[src/rtl/svalloc_pkg.sv]
package svalloc_pkg;

    // Sizing of the channel bank and the effect table.
    localparam int CHANNELS    = 4;
    localparam int NUM_SOUNDS  = 128;
    localparam int CH_W        = (CHANNELS > 1) ? $clog2(CHANNELS) : 1;
    localparam int SND_W       = (NUM_SOUNDS > 1) ? $clog2(NUM_SOUNDS) : 1;
    localparam int QUEUE_DEPTH = 2;
    localparam int QD_W        = $clog2(QUEUE_DEPTH);

    // Fixed arithmetic constants.
    localparam logic [6:0]  FULL_VOL      = 7'd127;
    localparam logic [31:0] THROTTLE_TICS = 32'd2;
    localparam int          DIST_SHIFT    = 20;
    localparam int          QUAD_SHIFT    = 3;
    localparam int          LEN_SHIFT     = 2;

    // Result status codes.
    localparam logic [3:0] ST_STARTED   = 4'd0;
    localparam logic [3:0] ST_MUTED     = 4'd1;
    localparam logic [3:0] ST_BAD_ID    = 4'd2;
    localparam logic [3:0] ST_FAR       = 4'd3;
    localparam logic [3:0] ST_NO_DATA   = 4'd4;
    localparam logic [3:0] ST_AMBIENT   = 4'd5;
    localparam logic [3:0] ST_THROTTLED = 4'd6;
    localparam logic [3:0] ST_DUPLICATE = 4'd7;
    localparam logic [3:0] ST_NO_CHAN   = 4'd8;

    // Sound classes.
    localparam logic [1:0] CLS_AMBIENT = 2'd1;
    localparam logic [1:0] CLS_COMBAT  = 2'd2;

    // Configuration register indexes.
    localparam int         CFG_IDX_W        = 2;
    localparam logic [1:0] REG_SFX_VOLUME   = 2'd0;
    localparam logic [1:0] REG_MUSIC_VOLUME = 2'd1;
    localparam logic [1:0] REG_MUSIC_LOADED = 2'd2;

    typedef struct packed {
        logic [6:0]         effect_id;
        logic [15:0]        origin_id;
        logic               is_listener;
        logic signed [31:0] delta_x;
        logic signed [31:0] delta_y;
        logic               has_data;
        logic [7:0]         priority_req;
        logic               singular;
        logic [23:0]        length_samples;
        logic [1:0]         sound_class;
        logic [31:0]        sample_count;
        logic [31:0]        game_tic;
    } t_req;

    typedef struct packed {
        logic [3:0]  status;
        logic [1:0]  channel;
        logic [14:0] volume;
        logic [31:0] start_quad;
        logic [31:0] stop_quad;
    } t_res;

    typedef struct packed {
        logic [CFG_IDX_W-1:0] addr;
        logic [7:0]           wdata;
    } t_cfg;

    typedef struct packed {
        logic [7:0] sfx_volume;
        logic [7:0] music_volume;
        logic       music_loaded;
    } t_cfg_regs;

    // A classified request on its way from the front to the back.
    typedef struct packed {
        logic [3:0]  status;
        logic [6:0]  effect_id;
        logic [15:0] origin_id;
        logic [7:0]  priority_req;
        logic        singular;
        logic [23:0] length_samples;
        logic        throttle;
        logic [31:0] sample_count;
        logic [31:0] game_tic;
        logic [6:0]  dist_vol;
    } t_job;

    // True when the wrapped difference a - b is negative.
    function automatic logic wrap_neg(input logic [31:0] a, input logic [31:0] b);
        logic [31:0] diff;
        diff = a - b;
        return diff[31];
    endfunction

endpackage

[src/rtl/svalloc_if.sv]
interface svalloc_req_if;
    logic               valid;
    logic               ready;
    svalloc_pkg::t_req  data;
    modport source (output valid, output data, input ready);
    modport sink   (input valid, input data, output ready);
endinterface


[src/rtl/svalloc_front.sv]
module svalloc_front (
    input  logic                   i_clk,
    input  logic                   i_rst_n,
    svalloc_req_if.sink            i_req,
    input  svalloc_pkg::t_cfg_regs i_cfg_regs,
    output logic                   o_job_valid,
    output svalloc_pkg::t_job      o_job,
    input  logic                   i_job_ready
);

    localparam logic [1:0] F_IDLE = 2'd0;
    localparam logic [1:0] F_MAG  = 2'd1;
    localparam logic [1:0] F_DIST = 2'd2;

    logic [1:0]        r_state;
    logic [1:0]        n_state;
    svalloc_pkg::t_req r_req;
    logic [31:0]       r_dx;
    logic [31:0]       r_dy;
    logic [31:0]       r_mn;

    logic [31:0] mag_x;
    logic [31:0] mag_y;
    logic [32:0] dist_sum;
    logic [12:0] dist_d;
    logic        music_on;
    logic        full_vol;

    assign i_req.ready = (r_state == F_IDLE);

    // Magnitudes of the deltas; the most negative value maps to 2^31.
    assign mag_x = r_req.delta_x[31] ? (~r_req.delta_x + 32'd1) : r_req.delta_x;
    assign mag_y = r_req.delta_y[31] ? (~r_req.delta_y + 32'd1) : r_req.delta_y;

    // Octagonal distance estimate in map units.
    assign dist_sum = {1'b0, r_dx} + {1'b0, r_dy} - {2'b00, r_mn[31:1]};
    assign dist_d   = dist_sum[32:svalloc_pkg::DIST_SHIFT];

    assign music_on = i_cfg_regs.music_loaded && (i_cfg_regs.music_volume != 8'd0);
    assign full_vol = r_req.is_listener || (r_req.origin_id == 16'd0);

    // Classification of the request, in order of precedence.
    always_comb begin
        o_job                = '0;
        o_job.effect_id      = r_req.effect_id;
        o_job.origin_id      = r_req.origin_id;
        o_job.priority_req   = r_req.priority_req;
        o_job.singular       = r_req.singular;
        o_job.length_samples = r_req.length_samples;
        o_job.sample_count   = r_req.sample_count;
        o_job.game_tic       = r_req.game_tic;
        o_job.throttle       = music_on && (r_req.sound_class == svalloc_pkg::CLS_COMBAT);
        o_job.dist_vol       = full_vol ? svalloc_pkg::FULL_VOL
                                        : (svalloc_pkg::FULL_VOL - dist_d[6:0]);
        if (i_cfg_regs.sfx_volume == 8'd0) begin
            o_job.status = svalloc_pkg::ST_MUTED;
        end else if ((r_req.effect_id == 7'd0)
                     || (32'(r_req.effect_id) >= 32'(svalloc_pkg::NUM_SOUNDS))) begin
            o_job.status = svalloc_pkg::ST_BAD_ID;
        end else if (!full_vol && (dist_d > 13'(svalloc_pkg::FULL_VOL))) begin
            o_job.status = svalloc_pkg::ST_FAR;
        end else if (!r_req.has_data) begin
            o_job.status = svalloc_pkg::ST_NO_DATA;
        end else if (music_on && (r_req.sound_class == svalloc_pkg::CLS_AMBIENT)) begin
            o_job.status = svalloc_pkg::ST_AMBIENT;
        end else begin
            o_job.status = svalloc_pkg::ST_STARTED;
        end
    end

    assign o_job_valid = (r_state == F_DIST);

    // Sequencer: capture, magnitudes, then hand over to the queue.
    always_comb begin
        n_state = r_state;
        unique case (r_state)
            F_IDLE:  if (i_req.valid) n_state = F_MAG;
            F_MAG:   n_state = F_DIST;
            F_DIST:  if (i_job_ready) n_state = F_IDLE;
            default: n_state = F_IDLE;
        endcase
    end

    always_ff @(posedge i_clk) begin
        if (!i_rst_n) begin
            r_state <= F_IDLE;
        end else begin
            r_state <= n_state;
        end
    end

    always_ff @(posedge i_clk) begin
        if ((r_state == F_IDLE) && i_req.valid) begin
            r_req <= i_req.data;
        end
        if (r_state == F_MAG) begin
            r_dx <= mag_x;
            r_dy <= mag_y;
            r_mn <= (mag_x < mag_y) ? mag_x : mag_y;
        end
    end

endmodule

[src/flat_wrapper.sv]
// flat-port wrapper written by rule: the top's interface ports become plain ports
module svalloc_front_flat 
  (i_clk, i_rst_n, i_cfg_regs, o_job_valid, o_job, i_job_ready, i_req_valid, i_req_data, i_req_ready);
  svalloc_req_if i_req_i ();
  input  logic i_clk;
  input  logic i_rst_n;
  input  svalloc_pkg::t_cfg_regs i_cfg_regs;
  output logic o_job_valid;
  output svalloc_pkg::t_job o_job;
  input  logic i_job_ready;
  input wire logic [$bits(i_req_i.valid)-1:0] i_req_valid;
  input wire logic [$bits(i_req_i.data)-1:0] i_req_data;
  output wire logic [$bits(i_req_i.ready)-1:0] i_req_ready;
  assign i_req_i.valid = i_req_valid;
  assign i_req_i.data = i_req_data;
  assign i_req_ready = i_req_i.ready;
  svalloc_front u_core (.i_clk(i_clk), .i_rst_n(i_rst_n), .i_req(i_req_i), .i_cfg_regs(i_cfg_regs), .o_job_valid(o_job_valid), .o_job(o_job), .i_job_ready(i_job_ready));
endmodule
[config.mk]
export PLATFORM = sky130hd
export DESIGN_NAME = svalloc_front_flat
export DESIGN_NICKNAME = d
export VERILOG_FILES = /design/src/rtl/svalloc_pkg.sv /design/src/rtl/svalloc_if.sv /design/src/rtl/svalloc_front.sv /design/src/flat_wrapper.sv
export SDC_FILE = /design/constraint.sdc
export NUM_CORES = 1
export LEC_CHECK = 0
export CAP_MARGIN = 5
export CORE_MARGIN = 2
export CORE_UTILIZATION = 45
export CTS_CLUSTER_SIZE = 16
export DETAILED_ROUTE_END_ITERATION = 10
export DONT_BUFFER_PORTS = 1
export GPL_TIMING_DRIVEN = 0
export PLACE_DENSITY = 0.57
export SYNTH_ARGS = -nofsm -noshare
export SYNTH_HDL_FRONTEND = slang
export SYNTH_SLANG_ARGS = --single-unit
[constraint.sdc]
create_clock -name i_clk -period 7.1 [get_ports i_clk]
set_input_delay 0.355 -clock i_clk [delete_from_list [all_inputs] [get_ports i_clk]]
set_output_delay 0.355 -clock i_clk [all_outputs]
set_load 0.02 [all_outputs]
-- After elaboration in Yosys (flattened, before gate mapping)
Index checks and enable logic that the tools add are counted.
- equal/unequal tests: 6
- mux-type cells: 12
- reductions and logical operators: 13
- bitwise operators: 2
- add/subtract/negate cells: 5
- magnitude comparators: 2
- operator list (cell ; count):
    $mux 32 ; 3
    $add 32x1->32 const B ; 2
    $not 32->32 ; 2
    $add 32x32->33 ; 1
    $sub 33x31->33 ; 1
    $lt 32x32->1 ; 1
    $logic_not 16->1 ; 1
    $mux 4 ; 4
    $gt 13x7->1 const B ; 1
    $logic_not 8->1 ; 1
    $reduce_bool 8->1 ; 1
    $logic_not 7->1 ; 1
    $mux 7 ; 1
    $sub 7x7->7 const A ; 1
    $pmux 2 s3 ; 1
    $logic_and 1x1->1 ; 5
    $eq 2x1->1 const B ; 2
    $eq 2x2->1 const B ; 2
    $mux 2 ; 2
    $mux 3 ; 1
    $logic_not 2->1 ; 1
    $ne 2x1->1 const B ; 1
    $ne 2x2->1 const B ; 1
    $reduce_and 2->1 ; 1
    other kinds (2) ; 2
- input bits: 209
- bits in registers: 286
- output and inout bits: 134
- word-level logic and storage cells: 56

-- Logic depth before layout (Yosys ltp)
- word-level depth: 8
- depth in mapped cells: 20
- mapped depth without buffers: 19

-- Worst setup path after synthesis
No wires, ideal clock.
- path type: register to register
- start: register u_core.r_state[1]
- end: register u_core.r_req, in the netlist u_core.o_job[100], enable pin
- required time: 6.530 ns
- buffers on the path: 0
- setup time: 0.570 ns
- arrival time: 5.010 ns
- stages on the path, launching flop included: 3
- path slack: 1.520 ns
- period minus slack after synthesis: 5.580 ns
- path through: dfxtp_1 nor2_1 and2_1
- cells in the longest elaborated chain, start to end: 2
- RTL lines (what ; RTL line ; text):
    from (decl) ; svalloc_front.sv:15 ; logic [1:0] r_state;
    from (signal assigned) ; svalloc_front.sv:88 ; r_state <= n_state;
    $logic_not 2->1 ; -- ;
    named net i_req_ready ; flat_wrapper.sv:13 ; output wire logic [$bits(i_req_i.ready)-1:0] i_req_ready;
    $logic_and 1x1->1 ; svalloc_front.sv:93 ; if ((r_state == F_IDLE) && i_req.valid) begin
    to (signal assigned) ; svalloc_front.sv:94 ; r_req <= i_req.data;
    to (decl) ; svalloc_front.sv:17 ; svalloc_pkg::t_req r_req;
The timed path passes the listed nets, and every way through them passes these cells.
A chain may end at the register's enable or synchronous reset.

-- Final worst setup path
- start: register u_core.r_req[132] (netlist name)
- end: register u_core.r_mn[12] (data pin)
- cells in the longest elaborated chain, start to end: 5
- RTL lines (what ; RTL line ; text):
    $not 32->32 ; svalloc_front.sv:32 ; assign mag_x = r_req.delta_x[31] ? (~r_req.delta_x + 32'd1) : r_req.delta_x;
    $add 32x1->32 ; svalloc_front.sv:32 ;
    $mux 32 ; svalloc_front.sv:32 ;
    named net u_core.mag_x[26] ; svalloc_front.sv:22 ; logic [31:0] mag_x;
    $lt 32x32->1 ; svalloc_front.sv:99 ; r_mn <= (mag_x < mag_y) ? mag_x : mag_y;
    $mux 32 ; svalloc_front.sv:99 ;
    to (signal assigned) ; svalloc_front.sv:99 ;
    to (decl) ; svalloc_front.sv:20 ; logic [31:0] r_mn;
The timed path passes the listed nets, and every way through them passes these cells.

==> metrics.csv <==
metric;value;unit
part of the cycle the worst path needs;76.65;%
total power;4.615;mW
gr usage total;19.44;%
most frequent CP cell;a21oi_1;
XOR/XNOR Fraction of Synth Area;4.159;%
mapped cell area;14320;um2
Post-synth ARST share;0;%
final wirelength;32.62;mm
unrepaired setup endpoints after global routing;no;
Worst-Skew Late Latency;510;ps
Post-DRT Antenna Nets;0;
status;finished clean;
HPWL after DPL;24.29;mm
Die Ht;182.4;um
Top Ports;343;
Fillers;2453;
Final Max Tran Viols;0;
kind of critical path;reg -> reg;
distinct cell type count after synthesis;59;
clock buffer count from CTS;34;
final hold vios;0;
initial antenna violation count;2;
pin count of the biggest net entering global routing;76;
global-route wire length before repair;49.85;mm
post-synth top area cell;edfxtp_1;
max-cap check violation count;0;
# clock sinks;285;
DIE AREA;33260;um2
first drt pass iteration count;5;
top-count cell post-synth;edfxtp_1;
Period minus WS final;5442;ps
RD Place Congestion;0.8157;
vias per inst;4.952;
highest clock rate;0.1837;GHz
Post-synth EDFFs;283;
Nets;1612;
clk_skew;22.79;ps
hold crit path type;in -> reg;
YS warnings;0;
drc violations;0;
DIE WIDTH;182.4;um
clock-pin slew on the worst setup and hold paths;60;ps
total grt overflow;0;
compound-cell area share of the yosys netlist;6.659;%
layout cell share with drive strength beyond 1;16.33;%
Commonest cells post-synth;edfxtp_1, inv_1, buf_4;
Non-Filler Instances;1734;
post-synthesis cell count;1077;
average size of a mapped cell;13.30;um2
vias;8586;
Req. time, crit path;7340;ps
setup repair bufs after CTS;0;
Root Driver;clkbuf_16;
Post-Synth Adder-Cell Area;9.962;%
port bufs;0;
average wire per standard cell;18.81;um
sum of buffers and inverters on the critical path;2;
vias in the first global route;9009;
ys flop type;edfxtp_1;
worst vdd ir;0.2383;mV
slew margin rel.;23.22;%
fin area;17860;um2
Synth Area in Simple Gates;6.204;%
slowest CP cell;clkbuf_1;
crit path DAT;5680;ps
core region area;31470;um2
dpl cells;1483;
post-synthesis mux area share;2.587;%
critical path's top delay family;simple AND/OR/NAND/NOR gates;
largest family of logic cells by synthesized area;buffers and inverters;
Max FO, Critical Path;10;
Cell Area, Placed;14930;um2
sequential fraction of the synthesis area;59.63;%
H-tree levels;2;
ranking of synthesized cells by area;edfxtp_1, buf_4, ha_1;
Worst Max-Slew Pin Slew;1137;ps
CTS Buffer Depth;3;
DRT iter0 DRCs;344;
type of origin of the critical path;flip-flop;
endpoints failing setup;0;
Starting Density;45.49;%
Layout area overhead;24.76;%
Post-Syn Nets;1382;
CTS tree;done;
cells along the critical path;inv_1, ha_1, nand2_1, or3_1, nor4_1, nand2_1, or4_1, o31ai_1, xnor2_1, ha_1, a21oi_1, nor2b_1, o21ai_0, nand2b_1, a21oi_1, o21ai_0, a21oi_1, clkbuf_1, mux2_2;
Setup crit end kind;flip-flop;
Power Density;258.3;nW/um2
FP Rows;65;
Yosys reg bits;285;
Lkg Pwr;7.162;nW
biggest cell delay along the critical path;560;ps
post-synth top area share;59.35;%
[cells by family after synthesis]
logic type,Yosys count
DFF,285
and+or+nand+nor,159
AOI/OAI and AO/OA,145
buffers and inverters,290
muxes,33
xor gates and xnor gates,68
adders and majority gates,96
other,1
[sequential cells by signal, summed over array words and instances, names as in the netlist]
name            count
u_core.o_job      120
u_core.r_state      2
u_core.r_req       68
u_core.r_dx        32
u_core.r_dy        32
u_core.r_mn        31
[stage by stage]
step | setup TNS (ps) | setup slack [ps] | utilization, % | hold WS, ps
finish | 0 | 1658 | 56.76 | 77.64
global route | 0 | 1199 | 56.75 | 67.09
CTS | 0 | 1538 | 56.73 | 58.09
detailed placement | 0 | 1584 | 47.43 | 453.9
global placement | -39260 | -243.2 | 47.09 | 453.9
floorplan | 0 | 1520 | - | 453.9
[cells in the final DEF (no fill, tap or decap), types with 4 or more instances in the layout]
cell,n
edfxtp_1,283
nand2b_1,7
nor2_1,22
clkinv_2,4
clkinv_1,6
nand4_1,10
nor4_1,10
o41ai_1,8
nor2b_1,5
xnor2_1,33
xor2_1,35
clkbuf_16,35
or3_1,5
o31ai_1,18
inv_1,158
clkbuf_1,16
nand3_1,7
a21oi_1,37
nand2_1,41
ha_1,66
and3_1,4
dlygate4sd3_1,190
mux2_2,32
nor3_1,15
fa_1,30
buf_4,121
o21ai_0,35
a21o_1,17
a211oi_1,7
or4_1,13
[layout make-up]
| cell class | count | area, um2 | area share (%) |
|---|---|---|---|
| antenna | 3 | 7.507 | 0.04203 |
| clock inverter | 16 | 125.1 | 0.7004 |
| buffer | 131 | 945.9 | 5.295 |
| clock buffer | 42 | 902.1 | 5.050 |
| sequential | 285 | 8538 | 47.80 |
| inverter | 159 | 596.8 | 3.341 |
| tap | 402 | 503.0 | 2.816 |
| timing repair buffer | 194 | 1997 | 11.18 |
| multi-input combinational | 502 | 4248 | 23.78 |
[per-layer routing]
metal  track usage, %  up-vias  part of all wire, %
met1            23.33     4047                   41
met3            4.889       58                  6.1
li1                 -     4186                    -
met5                0        -                    0
met2            33.82      295                   50
met4            7.355        0                  3.6
[power breakdown]
group          internal (mW)  switching (mW)
clock network          0.943           0.665
registers               2.01          0.0553
logic                  0.403           0.539
total                   3.36            1.26
[repair_timing]
action                                 4_1_cts  5_1_grt
endpoints found under the hold margin      190        0
hold buffers                               190        0
gates resized for setup                      0        0
[path summary, 6_finish.rpt]
check                     from  slack, ps  cells past startpoint                 to
max          u_core.r_req[132]       1660                     19    u_core.r_mn[12]
min                i_job_ready         80                      2  u_core.r_state[1]
max reg2reg  u_core.r_req[132]       1660                     19    u_core.r_mn[12]
min reg2reg  u_core.r_req[132]        540                      0     u_core.r_dx[0]
No activity file was read; power rests on OpenSTA's default activity.
