==> src/rtl/svalloc_pkg.sv <==
package svalloc_pkg;

    // Sizing of the channel bank and the effect table.
    localparam int CHANNELS    = 4;
    localparam int NUM_SOUNDS  = 128;
    localparam int CH_W        = (CHANNELS > 1) ? $clog2(CHANNELS) : 1;
    localparam int SND_W       = (NUM_SOUNDS > 1) ? $clog2(NUM_SOUNDS) : 1;
    localparam int QUEUE_DEPTH = 2;
    localparam int QD_W        = $clog2(QUEUE_DEPTH);

    // Fixed arithmetic constants.
    localparam logic [6:0]  FULL_VOL      = 7'd127;
    localparam logic [31:0] THROTTLE_TICS = 32'd2;
    localparam int          DIST_SHIFT    = 20;
    localparam int          QUAD_SHIFT    = 3;
    localparam int          LEN_SHIFT     = 2;

    // Result status codes.
    localparam logic [3:0] ST_STARTED   = 4'd0;
    localparam logic [3:0] ST_MUTED     = 4'd1;
    localparam logic [3:0] ST_BAD_ID    = 4'd2;
    localparam logic [3:0] ST_FAR       = 4'd3;
    localparam logic [3:0] ST_NO_DATA   = 4'd4;
    localparam logic [3:0] ST_AMBIENT   = 4'd5;
    localparam logic [3:0] ST_THROTTLED = 4'd6;
    localparam logic [3:0] ST_DUPLICATE = 4'd7;
    localparam logic [3:0] ST_NO_CHAN   = 4'd8;

    // Sound classes.
    localparam logic [1:0] CLS_AMBIENT = 2'd1;
    localparam logic [1:0] CLS_COMBAT  = 2'd2;

    // Configuration register indexes.
    localparam int         CFG_IDX_W        = 2;
    localparam logic [1:0] REG_SFX_VOLUME   = 2'd0;
    localparam logic [1:0] REG_MUSIC_VOLUME = 2'd1;
    localparam logic [1:0] REG_MUSIC_LOADED = 2'd2;

    typedef struct packed {
        logic [6:0]         effect_id;
        logic [15:0]        origin_id;
        logic               is_listener;
        logic signed [31:0] delta_x;
        logic signed [31:0] delta_y;
        logic               has_data;
        logic [7:0]         priority_req;
        logic               singular;
        logic [23:0]        length_samples;
        logic [1:0]         sound_class;
        logic [31:0]        sample_count;
        logic [31:0]        game_tic;
    } t_req;

    typedef struct packed {
        logic [3:0]  status;
        logic [1:0]  channel;
        logic [14:0] volume;
        logic [31:0] start_quad;
        logic [31:0] stop_quad;
    } t_res;

    typedef struct packed {
        logic [CFG_IDX_W-1:0] addr;
        logic [7:0]           wdata;
    } t_cfg;

    typedef struct packed {
        logic [7:0] sfx_volume;
        logic [7:0] music_volume;
        logic       music_loaded;
    } t_cfg_regs;

    // A classified request on its way from the front to the back.
    typedef struct packed {
        logic [3:0]  status;
        logic [6:0]  effect_id;
        logic [15:0] origin_id;
        logic [7:0]  priority_req;
        logic        singular;
        logic [23:0] length_samples;
        logic        throttle;
        logic [31:0] sample_count;
        logic [31:0] game_tic;
        logic [6:0]  dist_vol;
    } t_job;

    // True when the wrapped difference a - b is negative.
    function automatic logic wrap_neg(input logic [31:0] a, input logic [31:0] b);
        logic [31:0] diff;
        diff = a - b;
        return diff[31];
    endfunction

endpackage

==> src/rtl/svalloc_queue.sv <==
module svalloc_queue (
    input  logic              i_clk,
    input  logic              i_rst_n,
    input  logic              i_push_valid,
    input  svalloc_pkg::t_job i_push_data,
    output logic              o_push_ready,
    output logic              o_pop_valid,
    output svalloc_pkg::t_job o_pop_data,
    input  logic              i_pop
);

    svalloc_pkg::t_job       r_mem [svalloc_pkg::QUEUE_DEPTH];
    logic [svalloc_pkg::QD_W-1:0] r_wr_ptr;
    logic [svalloc_pkg::QD_W-1:0] r_rd_ptr;
    logic [svalloc_pkg::QD_W:0]   r_count;

    logic do_push;
    logic do_pop;

    assign o_push_ready = (r_count != (svalloc_pkg::QD_W+1)'(svalloc_pkg::QUEUE_DEPTH));
    assign o_pop_valid  = (r_count != '0);
    assign o_pop_data   = r_mem[r_rd_ptr];
    assign do_push      = i_push_valid && o_push_ready;
    assign do_pop       = i_pop && o_pop_valid;

    // Pointers and fill level.
    always_ff @(posedge i_clk) begin
        if (!i_rst_n) begin
            r_wr_ptr <= '0;
            r_rd_ptr <= '0;
            r_count  <= '0;
        end else begin
            if (do_push) begin
                r_wr_ptr <= (r_wr_ptr == svalloc_pkg::QD_W'(svalloc_pkg::QUEUE_DEPTH - 1))
                            ? '0 : r_wr_ptr + 1'b1;
            end
            if (do_pop) begin
                r_rd_ptr <= (r_rd_ptr == svalloc_pkg::QD_W'(svalloc_pkg::QUEUE_DEPTH - 1))
                            ? '0 : r_rd_ptr + 1'b1;
            end
            if (do_push && !do_pop) begin
                r_count <= r_count + 1'b1;
            end else if (do_pop && !do_push) begin
                r_count <= r_count - 1'b1;
            end
        end
    end

    // Entry storage.
    always_ff @(posedge i_clk) begin
        if (do_push) begin
            r_mem[r_wr_ptr] <= i_push_data;
        end
    end

endmodule

==> config.mk <==
export PLATFORM = sky130hd
export DESIGN_NAME = svalloc_queue
export DESIGN_NICKNAME = d
export VERILOG_FILES = /design/src/rtl/svalloc_pkg.sv /design/src/rtl/svalloc_queue.sv
export SDC_FILE = /design/constraint.sdc
export NUM_CORES = 1
export LEC_CHECK = 0
export ABC_AREA = 1
export BUFFER_PORTS_ARGS = -buffer_cell sky130_fd_sc_hd__buf_2
export CELL_PAD_IN_SITES_DETAIL_PLACEMENT = 2
export CELL_PAD_IN_SITES_GLOBAL_PLACEMENT = 2
export CORE_MARGIN = 2
export CORE_UTILIZATION = 41
export DETAILED_ROUTE_END_ITERATION = 8
export PLACE_DENSITY_LB_ADDON = 0.1
export RECOVER_POWER = 100
export SKIP_LAST_GASP = 1
export SLEW_MARGIN = 20
export SYNTH_ARGS = -nofsm -noshare
export SYNTH_HDL_FRONTEND = slang
export SYNTH_SLANG_ARGS = --single-unit
==> constraint.sdc <==
create_clock -name i_clk -period 11.4 [get_ports i_clk]
set_input_delay 2.28 -clock i_clk [delete_from_list [all_inputs] [get_ports i_clk]]
set_output_delay 2.28 -clock i_clk [all_outputs]
set_load 0.1 [all_outputs]
Yosys cells after proc, flatten, opt, wreduce, memory -nomap -nowiden
Memories as Yosys holds them, arrays and structs flattened. A register that Yosys moved wholly into a read port is not among the register bits.
Cells that the tools add are included.
{"block": "totals", "reg_bits": 4, "ram_bits": 264, "output_inout_bits": 134, "wordCells": 25, "memories": 1}
{"memory": "r_mem", "words": 2, "width": 132, "rd": 1, "rd_clocked_by_memory_dff": 1, "write_ports": 1, "line": "svalloc_queue.sv:12", "text": "svalloc_pkg::t_job r_mem [svalloc_pkg::QUEUE_DEPTH];"}
{"block": "classes", "add_sub_neg": 4, "n_eq_ne": 1, "n_mux": 8, "reduce_logical": 8}
{"cell": "$mux 1", "n": 6}
{"cell": "$logic_and 1x1->1", "n": 4}
{"cell": "$mux 2", "n": 2}
{"cell": "$reduce_bool 2->1", "n": 2}
{"cell": "$add 1x1->1 const B", "n": 2}
{"cell": "$add 2x1->2 const B", "n": 1}
{"cell": "$logic_not 1->1", "n": 2}
{"cell": "$ne 2x2->1 const B", "n": 1}
{"cell": "$sub 2x1->2 const B", "n": 1}

Depth between registers and ports, before layout
Gate-level depths: netlist of run 1.
{"block": "logic_depth", "word_depth": 6, "mapped_depth": 11}

Least setup slack after synthesis of run 1
No wires, ideal clock.
{"block": "synth_timing", "path_kind": "input-to-reg", "start": "input port i_push_valid", "end": "memory r_mem[0][0] (netlist name) (enable)", "t_arrival_ps": 7916, "slack_ps": 2859, "stages": 2, "path_cell_list": "nand2_1 > nor2_1"}
{"block": "synth_between", "elab_chain_len": 3}
{"item": "from (decl)", "line": "svalloc_queue.sv:4", "text": "input logic i_push_valid,"}
{"item": "$logic_and 1x1->1", "line": "svalloc_queue.sv:23", "text": "assign do_push = i_push_valid && o_push_ready;"}
{"item": "$mux 1", "line": "svalloc_queue.sv:51", "text": "if (do_push) begin"}
{"item": "$mux 1 (not written as such)", "line": "svalloc_queue.sv:52", "text": "r_mem[r_wr_ptr] <= i_push_data;"}
{"item": "to (decl)", "line": "svalloc_queue.sv:12"}
Every way passes these cells.

==> results of run 1 <==
kinds of logic (layout without fill, tap and decap cells):
| group | Yosys count | after routing | synth area share |
|---|---|---|---|
| multiplexers | 132 | 132 | 0.177 |
| buffers and inverters | 23 | 340 | 0.0170 |
| AND/OR/NAND/NOR | 19 | 19 | 0.00744 |
| adder cells (fa/ha/maj) | 1 | 1 | 0.00124 |
| other | 0 | 5 | 0 |
| flip-flops | 269 | 269 | 0.795 |
| AO/OA/AOI/OAI | 4 | 4 | 0.00223 |
cell type report:
class / count / area (sq um)
antenna: 5 / 12.5
clock buffer: 33 / 783
clock inverter: 22 / 205
fill: 2322 / 11800
inverter: 8 / 30.0
multi-input combinational: 156 / 1800
sequential: 269 / 8030
tap: 324 / 405
timing repair buffer: 277 / 1150
flip-flops by register name, indices dropped and copies added, names as in the netlist, named ones only:
| signal | cells |
|---|---|
| r_rd_ptr | 1 |
| r_count | 2 |
| r_mem | 264 |
| r_wr_ptr | 1 |
metal layers:
layer | share of wire | vias to the layer above
met4 | 0.017 | 2
met3 | 0.073 | 34
li1 | - | 2370
met1 | 0.38 | 2584
met5 | 0.00050 | -
met2 | 0.53 | 174
worst max path at each step:
| stage | end | slack (ps) |
|---|---|---|
| 6_report | o_pop_data[111] | 3700 |
| 5_1_grt | o_pop_data[111] | 3350 |
| 4_1_cts | o_pop_data[1] | 6260 |
| 3_5_place_dp | o_pop_data[1] | 6840 |
| 3_3_place_gp | o_pop_data[22] | 6900 |
| 2_1_floorplan | r_mem[0][0] | 2860 |
worst max-delay path, stage by stage (launching register included):
cell and delay [ps]:
sky130_fd_sc_hd__dfxtp_1 1100, sky130_fd_sc_hd__clkbuf_1 2350, sky130_fd_sc_hd__mux2_2 520, sky130_fd_sc_hd__clkbuf_1 880
stage by stage:
step | util | instance area, sq um | setup WS [ps]
2_1_floorplan | - | 10100 | 2860
3_3_place_gp | 0.486 | 11800 | 6900
3_5_place_dp | 0.486 | 11800 | 6840
4_1_cts | 0.527 | 12800 | 6260
5_1_grt | 0.511 | 12400 | 3350
6_report | 0.512 | 12400 | 3700
power by group through the flow:
stage	Combinational, mW	Clock (mW)	Sequential [mW]
finish	1.54	0.956	1.31
global route	1.59	1.02	1.33
CTS	1.61	0.985	1.31
detailed placement	1.61	0	1.32
global placement	1.58	0	1.31
floorplan	1.39	0	1.32
cell usage in the layout, fill, tap and decap left out:
| master | count |
|---|---|
| sky130_fd_sc_hd__o21ai_0 | 2 |
| sky130_fd_sc_hd__buf_2 | 82 |
| sky130_fd_sc_hd__buf_4 | 1 |
| sky130_fd_sc_hd__o21a_1 | 1 |
| sky130_fd_sc_hd__clkbuf_1 | 196 |
| sky130_fd_sc_hd__dfxtp_1 | 5 |
| sky130_fd_sc_hd__nand2_1 | 9 |
| sky130_fd_sc_hd__a21oi_1 | 1 |
| sky130_fd_sc_hd__clkbuf_16 | 31 |
| sky130_fd_sc_hd__edfxtp_1 | 264 |
| sky130_fd_sc_hd__nor2_1 | 7 |
| sky130_fd_sc_hd__nand3_1 | 1 |
| sky130_fd_sc_hd__diode_2 | 5 |
| sky130_fd_sc_hd__mux2_2 | 53 |
| sky130_fd_sc_hd__inv_1 | 8 |
| sky130_fd_sc_hd__clkinv_1 | 9 |
| sky130_fd_sc_hd__clkinv_2 | 7 |
| sky130_fd_sc_hd__bufinv_16 | 4 |
| sky130_fd_sc_hd__clkinvlp_4 | 1 |
| sky130_fd_sc_hd__mux2_4 | 52 |
| sky130_fd_sc_hd__mux2_1 | 27 |
| sky130_fd_sc_hd__nand4_1 | 1 |
| sky130_fd_sc_hd__nor2_4 | 1 |
| sky130_fd_sc_hd__ha_1 | 1 |
| sky130_fd_sc_hd__inv_6 | 1 |
==> out/results.ini, run 1 <==
[setup_path]
worst-endpoint-arrival_ps=5420
critical_path.endpoint_type=output pin
crit_required_ps=9120
r2r_setup_slack_ps=6100
rr_startpoint=r_count[0]
cp-start-kind=register
worstRegToRegCells=6
crit-reg2reg-capture=r_mem[1][69]
critical_path.max_fanout=48
critical_path_class=register to output pin

[outcome]
outcome=finished with violations
failed_checks=max-capacitance violations, max-slew violations

[floorplan]
number_of_cell_rows=57
die_w_microns=161
core_region_area_sq_um=24200
floorplan.initialDensity=0.416
die-area_sq_um=25900
top_level_pins=270
dieHeight_microns=161

[sta]
finalCritPeriodShare=0.676
fin_skew_ps=17.8
finalSetupTns_ps=0
max_clock_freq_ghz=0.130
finalHoldViolations=0
grt_setup_unrepaired=no
timing.final.max_slew_violations=321
tightestPinTransition_ps=3240
min_period_ps=7700
fin_hold_ws_ps=535
slew_headroom=-1.16
setup_violation_total_in_the_final_timing_report=0

[cts]
clock-root-buffer=sky130_fd_sc_hd__clkbuf_16
cts-htree-levels=1
ctsHoldBuffers=0
tritoncts.num_buffers=30
clock_tree_from_tritoncts=built
worst_skew_pair.late_latency_ps=540
cts.sinks=269
cts-resized-gates=0
clkTransAtPathRegs_ps=60
cts-root-to-sink-buffers=3
post_cts.repair.setup_buffers=0

[global_routing]
gr-total-overflow=0
number_of_global_route_vias_before_repair=5968
grt_max_degree=65
grt_util_met2=0.340
met1_usage=0.212
grt_first_pass_wirelength_microns=36400
antenna_found_initial=6
global_route.peak_usage_layer=met2
met3_usage=0.0540
grt.total_usage=0.185

[logic_synthesis]
synthesis.instances=448
synth.most_common_cell=sky130_fd_sc_hd__edfxtp_1
ys_top_cells_by_area=sky130_fd_sc_hd__edfxtp_1 (79%), sky130_fd_sc_hd__mux2_4 (12%), sky130_fd_sc_hd__mux2_2 (5.8%)
dominant_register_cell_in_the_synthesized_netlist=sky130_fd_sc_hd__edfxtp_1
synthArstFlopShare=0
synth_enable_flop_cells=264
post_synth.cell_area_avg_sq_um=22.5
synthesis.yosys.warnings=0
netlist_area_sq_um=10100
synth_top_cells_by_count=sky130_fd_sc_hd__edfxtp_1 (264), sky130_fd_sc_hd__mux2_4 (80), sky130_fd_sc_hd__mux2_2 (52)
synth.yosys.seq_area_share=0.795
synth.top_cell.area_share=0.785
synthDistinctLibCells=16
synth.net_count=585
post-synth-top-area-cell=sky130_fd_sc_hd__edfxtp_1
postSynthRegisterBits=269

[worst_hold_path]
min_to=r_rd_ptr
hold_path_origin=r_rd_ptr
min_path_cells=2
min_delay_worst_type=register to register

[route]
detailed_router_iteration_count_before_antenna_repair=4
initialDrtViolationCount=237
postRouteAntennaNets=0
avgViaCountPerCell=4.72
detail_route.wirelength_microns=24200
detail_route.wl_per_cell_microns=22.1
detail_route.drc_violations=0
dr_total_vias=5164

[pwr]
pwr_density_cell_nw_per_um2=307
power.sequential.fraction=0.345
clkPwrFrac=0.251
fin_total_pwr_mw=3.81
combinationalPowerShare=0.404
intPower_mw=2.10
peakVddDrop_uv=201
switching_power_mw=1.71
power.leakage_nw=4.31
power_switching_share=0.449

[final_layout]
final_cell_count_no_fill=1094
num-nets-final=879
area_added_between_synthesis_and_finish_pct=22.9
fraction_of_final_layout_cells_sized_beyond_drive_strength_1=0.305

[placement]
place.detailed.hpwl_microns=16700
port_buffer_count=269
gp_congestion=0.701
place.detailed.instances=1034

[flow_run]
timing.max_cap.violations=7

Power figures use the tool's default switching activity.
==> run 2: changes to the inputs <==
--- a/config.mk
+++ b/config.mk
@@ -5,12 +5,12 @@
 export SDC_FILE = /design/constraint.sdc
 export NUM_CORES = 1
 export LEC_CHECK = 0
-export ABC_AREA = 1
+export ABC_AREA = 0
 export BUFFER_PORTS_ARGS = -buffer_cell sky130_fd_sc_hd__buf_2
 export CELL_PAD_IN_SITES_DETAIL_PLACEMENT = 2
 export CELL_PAD_IN_SITES_GLOBAL_PLACEMENT = 2
 export CORE_MARGIN = 2
-export CORE_UTILIZATION = 41
+export CORE_UTILIZATION = 35
 export DETAILED_ROUTE_END_ITERATION = 8
 export PLACE_DENSITY_LB_ADDON = 0.1
 export RECOVER_POWER = 100
==> constraint.sdc (replaced) <==
create_clock -name i_clk -period 7 [get_ports i_clk]
set_input_delay 1.4 -clock i_clk [delete_from_list [all_inputs] [get_ports i_clk]]
set_output_delay 1.4 -clock i_clk [all_outputs]
set_load 0.1 [all_outputs]
==> out/results.ini, run 2 <==
[outcome]
outcome=finished with violations
failed_checks=max-capacitance violations, max-slew violations

[floorplan]
dieHeight_microns=174
floorplan.initialDensity=0.354
number_of_cell_rows=62
core_region_area_sq_um=28500
die_w_microns=174
top_level_pins=270
die-area_sq_um=30200

[cts]
cts-resized-gates=0
cts.sinks=269
ctsHoldBuffers=0
tritoncts.num_buffers=30
post_cts.repair.setup_buffers=0
worst_skew_pair.late_latency_ps=530
cts-root-to-sink-buffers=3
clock_tree_from_tritoncts=built
clkTransAtPathRegs_ps=60
cts-htree-levels=1
clock-root-buffer=sky130_fd_sc_hd__clkbuf_16

[sta]
slew_headroom=-1.53
grt_setup_unrepaired=no
finalHoldViolations=0
tightestPinTransition_ps=3790
timing.final.max_slew_violations=152
fin_skew_ps=5.65
finalSetupTns_ps=0
finalCritPeriodShare=0.725
setup_violation_total_in_the_final_timing_report=0
max_clock_freq_ghz=0.197
min_period_ps=5070

[global_routing]
grt_max_degree=92
grt.total_usage=0.150
antenna_found_initial=4
number_of_global_route_vias_before_repair=5688
grt_first_pass_wirelength_microns=34700
gr-total-overflow=0

[route]
detail_route.wl_per_cell_microns=20.4
top_signal_layer_used=met5
detailed_router_iteration_count_before_antenna_repair=4
initialDrtViolationCount=216
detail_route.drc_violations=0
detail_route.wirelength_microns=23100
m1WireLength_microns=9120
detailroute.wirelength.met3_microns=1860
dr_total_vias=5056
avgViaCountPerCell=4.47
postRouteAntennaNets=0
route.met2.wl_microns=11700

[worst_hold_path]
hold_path_origin=r_count[1]
min_path_cells=2
min_delay_worst_type=register to register
min_to=r_count[1]

[logic_synthesis]
synth_top_cells_by_count=sky130_fd_sc_hd__edfxtp_1 (264), sky130_fd_sc_hd__mux2_4 (80), sky130_fd_sc_hd__mux2_2 (52)
synth.most_common_cell=sky130_fd_sc_hd__edfxtp_1
netlist_area_sq_um=10100
synthDistinctLibCells=22
post_synth.cell_area_avg_sq_um=23.2
dominant_register_cell_in_the_synthesized_netlist=sky130_fd_sc_hd__edfxtp_1
synthesis.yosys.warnings=0
synth.yosys.seq_area_share=0.795
synthArstFlopShare=0
postSynthRegisterBits=269
ys_top_cells_by_area=sky130_fd_sc_hd__edfxtp_1 (79%), sky130_fd_sc_hd__mux2_4 (12%), sky130_fd_sc_hd__mux2_2 (5.8%)
synth.top_cell.area_share=0.785
synth.net_count=572
synthesis.instances=435
post-synth-top-area-cell=sky130_fd_sc_hd__edfxtp_1
synth_enable_flop_cells=264

[final_layout]
area.sequential_sq_um=8030
fraction_of_final_layout_cells_sized_beyond_drive_strength_1=0.311
area_added_between_synthesis_and_finish_pct=23.9
n_fill_cell=2852
top_regs=r_mem: 264 flops, r_count: 2 flops
num-nets-final=862
layout_common_cells=sky130_fd_sc_hd__edfxtp_1 (264), sky130_fd_sc_hd__clkbuf_1 (224), sky130_fd_sc_hd__mux2_4 (80)
mostFrequentLayoutCell=sky130_fd_sc_hd__edfxtp_1
registers.top_by_ff_count=r_mem
flip_flop_count_of_the_largest_register_after_layout=264
multiInputGateArea_sq_um=1930

[setup_path]
crit_required_ps=7160
worst-endpoint-arrival_ps=5240
critical_path.max_fanout=91
critical_path_class=primary input to register
rr_startpoint=r_count[0]
crit-reg2reg-capture=r_mem[0][46]
critical_path.endpoint_type=register
worstRegToRegCells=4
cp-start-kind=primary input
r2r_setup_slack_ps=2350

[placement]
gp_congestion=0.728
port_buffer_count=269
place.detailed.hpwl_microns=15500

[flow_run]
timing.max_cap.violations=2

[run 2: cell types whose count changed after synthesis, sizes merged, moves of 2 or more]
cell / before / now
nand2: 9 / 0
xnor2: 0 / 2
nor2: 8 / 0
a21boi: 0 / 2
and2: 0 / 4
inv: 8 / 1
[run 2: layout make-up]
class                      count  share of cell area
antenna                        1            0.000200
tap                          384              0.0384
timing repair buffer         273              0.0907
inverter                       1            0.000300
clock inverter                15             0.00990
clock buffer                  39              0.0644
multi-input combinational    150               0.154
sequential                   269               0.642
[run 2: stage by stage]
step	util	setup slack (ps)	hold slack, ps	cells	area [sq um]
after floorplan	-	2010	512	435	10100
after global placement	0.414	3220	526	1076	11800
after detailed placement	0.414	3170	554	1076	11800
after CTS	0.447	2690	561	1130	12800
after global routing	0.438	1370	633	1131	12500
final	0.438	1930	566	1132	12500
[run 2: worst max-delay path, stage by stage]
cell and delay (ps):
sky130_fd_sc_hd__clkbuf_1 150, sky130_fd_sc_hd__nand3b_1 120, sky130_fd_sc_hd__inv_1 2650, sky130_fd_sc_hd__buf_4 840
[run 2: worst max-delay path by stage]
stage,endpoint,startpoint
after floorplan,r_mem[1][0],i_push_valid
after global placement,r_mem[1][116],i_push_valid
after detailed placement,r_mem[1][23],i_push_valid
after CTS,o_pop_data[30],register
after global routing,r_mem[0][61],i_push_valid
final,r_mem[0][46],i_push_valid
[run 2: logic make-up (layout without fill, tap and decap cells)]
logic type	after synthesis	count (layout)	share of synthesized area
mux	132	132	0.177
fa+ha+maj	1	1	0.00124
simple gates	9	9	0.00644
xor+xnor	3	3	0.00260
other cells	0	1	0
buf+inv	16	328	0.0144
compound gates	5	5	0.00347
flops	269	269	0.795
[run 2: per-layer routing]
layer  global-route usage  vias up
li1                     -     2314
met5                    0        -
met3               0.0471       36
met1                0.183     2517
met2                0.259      183
met4               0.0385        6
Power of run 2 is left out: the tool's default activity adds up to more than one toggle a clock period on the data nets, which glitch-free logic cannot reach.
==> run 3: changes to the inputs <==
--- a/config.mk
+++ b/config.mk
@@ -5,7 +5,7 @@
 export SDC_FILE = /design/constraint.sdc
 export NUM_CORES = 1
 export LEC_CHECK = 0
-export ABC_AREA = 0
+export ABC_AREA = 1
 export BUFFER_PORTS_ARGS = -buffer_cell sky130_fd_sc_hd__buf_2
 export CELL_PAD_IN_SITES_DETAIL_PLACEMENT = 2
 export CELL_PAD_IN_SITES_GLOBAL_PLACEMENT = 2
==> constraint.sdc (replaced) <==
create_clock -name i_clk -period 4.65 [get_ports i_clk]
set_input_delay 0.93 -clock i_clk [delete_from_list [all_inputs] [get_ports i_clk]]
set_output_delay 0.93 -clock i_clk [all_outputs]
set_load 0.1 [all_outputs]
==> out/results.ini, run 3 (synthesis gave the netlist of run 1 again) <==
[cts]
cts.sinks=269
clock_tree_from_tritoncts=built
cts-htree-levels=1
clock-root-buffer=sky130_fd_sc_hd__clkbuf_16
ctsHoldBuffers=0
post_cts.repair.setup_buffers=0
cts-resized-gates=0
clkTransAtPathRegs_ps=60
tritoncts.num_buffers=30
cts-root-to-sink-buffers=3
worst_skew_pair.late_latency_ps=540

[final_layout]
final_cell_count_no_fill=1147
n_fill_cell=2790
top_regs=r_mem: 264 flops, r_count: 2 flops
registers.top_by_ff_count=r_mem
flip_flop_count_of_the_largest_register_after_layout=264
fraction_of_final_layout_cells_sized_beyond_drive_strength_1=0.431
mostFrequentLayoutCell=sky130_fd_sc_hd__edfxtp_1
layout_common_cells=sky130_fd_sc_hd__edfxtp_1 (264), sky130_fd_sc_hd__clkbuf_1 (128), sky130_fd_sc_hd__clkbuf_2 (89)
fin_util=0.441
area_added_between_synthesis_and_finish_pct=24.7
num-nets-final=877

[sta]
slew_headroom=-0.307
finalCritPeriodShare=0.853
max_clock_freq_ghz=0.252
grt_setup_unrepaired=no
fin_skew_ps=9.85
fin_hold_ws_ps=516
timing.final.max_slew_violations=268
tightestPinTransition_ps=1960
setup_violation_total_in_the_final_timing_report=0
min_period_ps=3970
finalHoldViolations=0

[route]
detail_route.drc_violations=0
detail_route.wl_per_cell_microns=19.8
postRouteAntennaNets=0
dr_total_vias=5122
detail_route.wirelength_microns=22700
detailed_router_iteration_count_before_antenna_repair=4
avgViaCountPerCell=4.47
initialDrtViolationCount=169

[floorplan]
die-area_sq_um=30200
dieHeight_microns=174
number_of_cell_rows=62
floorplan.initialDensity=0.354
die_w_microns=174
core_region_area_sq_um=28500
top_level_pins=270

[flow_run]
timing.max_cap.violations=4

[pwr]
power.sequential.fraction=0.350
peakVddDrop_uv=394
clkPwrFrac=0.233
power.leakage_nw=4.58
combinationalPowerShare=0.417
fin_total_pwr_mw=9.20
switching_power_mw=4.14
power_switching_share=0.450
intPower_mw=5.06
pwr_density_cell_nw_per_um2=731

[global_routing]
number_of_global_route_vias_before_repair=5853
met1_usage=0.170
met3_usage=0.0509
grt_util_met2=0.266
grt.total_usage=0.148
grt_max_degree=79
global_route.peak_usage_layer=met2
grt_first_pass_wirelength_microns=34600
antenna_found_initial=3
gr-total-overflow=0

[placement]
port_buffer_count=269
gp_congestion=0.706
place.detailed.hpwl_microns=15300
place.detailed.instances=1092

[setup_path]
critical_path_class=register to output pin
worst-endpoint-arrival_ps=3040
critical_path.max_fanout=78
cp-start-kind=register
crit_required_ps=3720
critical_path.endpoint_type=output pin

[outcome]
outcome=finished with violations
failed_checks=max-capacitance violations, max-slew violations

[worst_hold_path]
min_delay_worst_type=register to register

## run 3: cell count changes in the layout (fill, tap and decap cells not counted), sizes merged, moves of 2 or more
cell	delta
a21boi	-2
buf	+12
nor2	+8
and2	-4
xnor2	-2
clkbuf	-8
nand2	+9
inv	+6
## run 3: power by group through the flow
stage	clock, mW	sequential (mW)	combinational (mW)
floorplan	0	3.21	3.41
global route	2.30	3.26	3.97
CTS	2.23	3.21	3.92
global placement	0	3.23	3.87
detailed placement	0	3.26	3.91
finish	2.14	3.22	3.83
## run 3: final timing paths
check / cells past startpoint / from / end / slack [ps]
worst max-delay path: 3 / register / o_pop_data[3] / 680
worst min-delay path: 2 / r_rd_ptr / r_rd_ptr / 520
worst max register to register: 5 / r_count[0] / r_mem[1][115] / 1880
worst min register to register: 2 / r_rd_ptr / r_rd_ptr / 520
## run 3: worst max-delay path: stages (launching register included)
cell and delay [ps]:
sky130_fd_sc_hd__dfxtp_2 1130, sky130_fd_sc_hd__buf_12 480, sky130_fd_sc_hd__mux2_2 410, sky130_fd_sc_hd__clkbuf_2 370
## run 3: layer usage
layer  share of wire  vias up
met2            0.52      177
met5         0.00057        -
li1                -     2337
met4           0.014        2
met3           0.079       29
met1            0.39     2577
## run 3: cell type report
cell class	count	area [sq um]	share of cell area
flip-flops and latches	269	8030	0.638
multi-input cells	156	1900	0.151
repair buffers	275	1250	0.0990
clock buffers	41	813	0.0646
well taps	384	480	0.0382
clock inverters	12	77.6	0.00616
inverters	8	30.0	0.00239
diodes	2	5.00	0.000398
## run 3: stage by stage
step | setup TNS, ps | setup WS [ps] | cell area, sq um
final | 0 | 682 | 12600
after global routing | 0 | 499 | 12600
after CTS | 0 | 1040 | 12700
after detailed placement | 0 | 1640 | 11900
after global placement | 0 | 1660 | 11900
after floorplan | -162290 | -615 | 10100
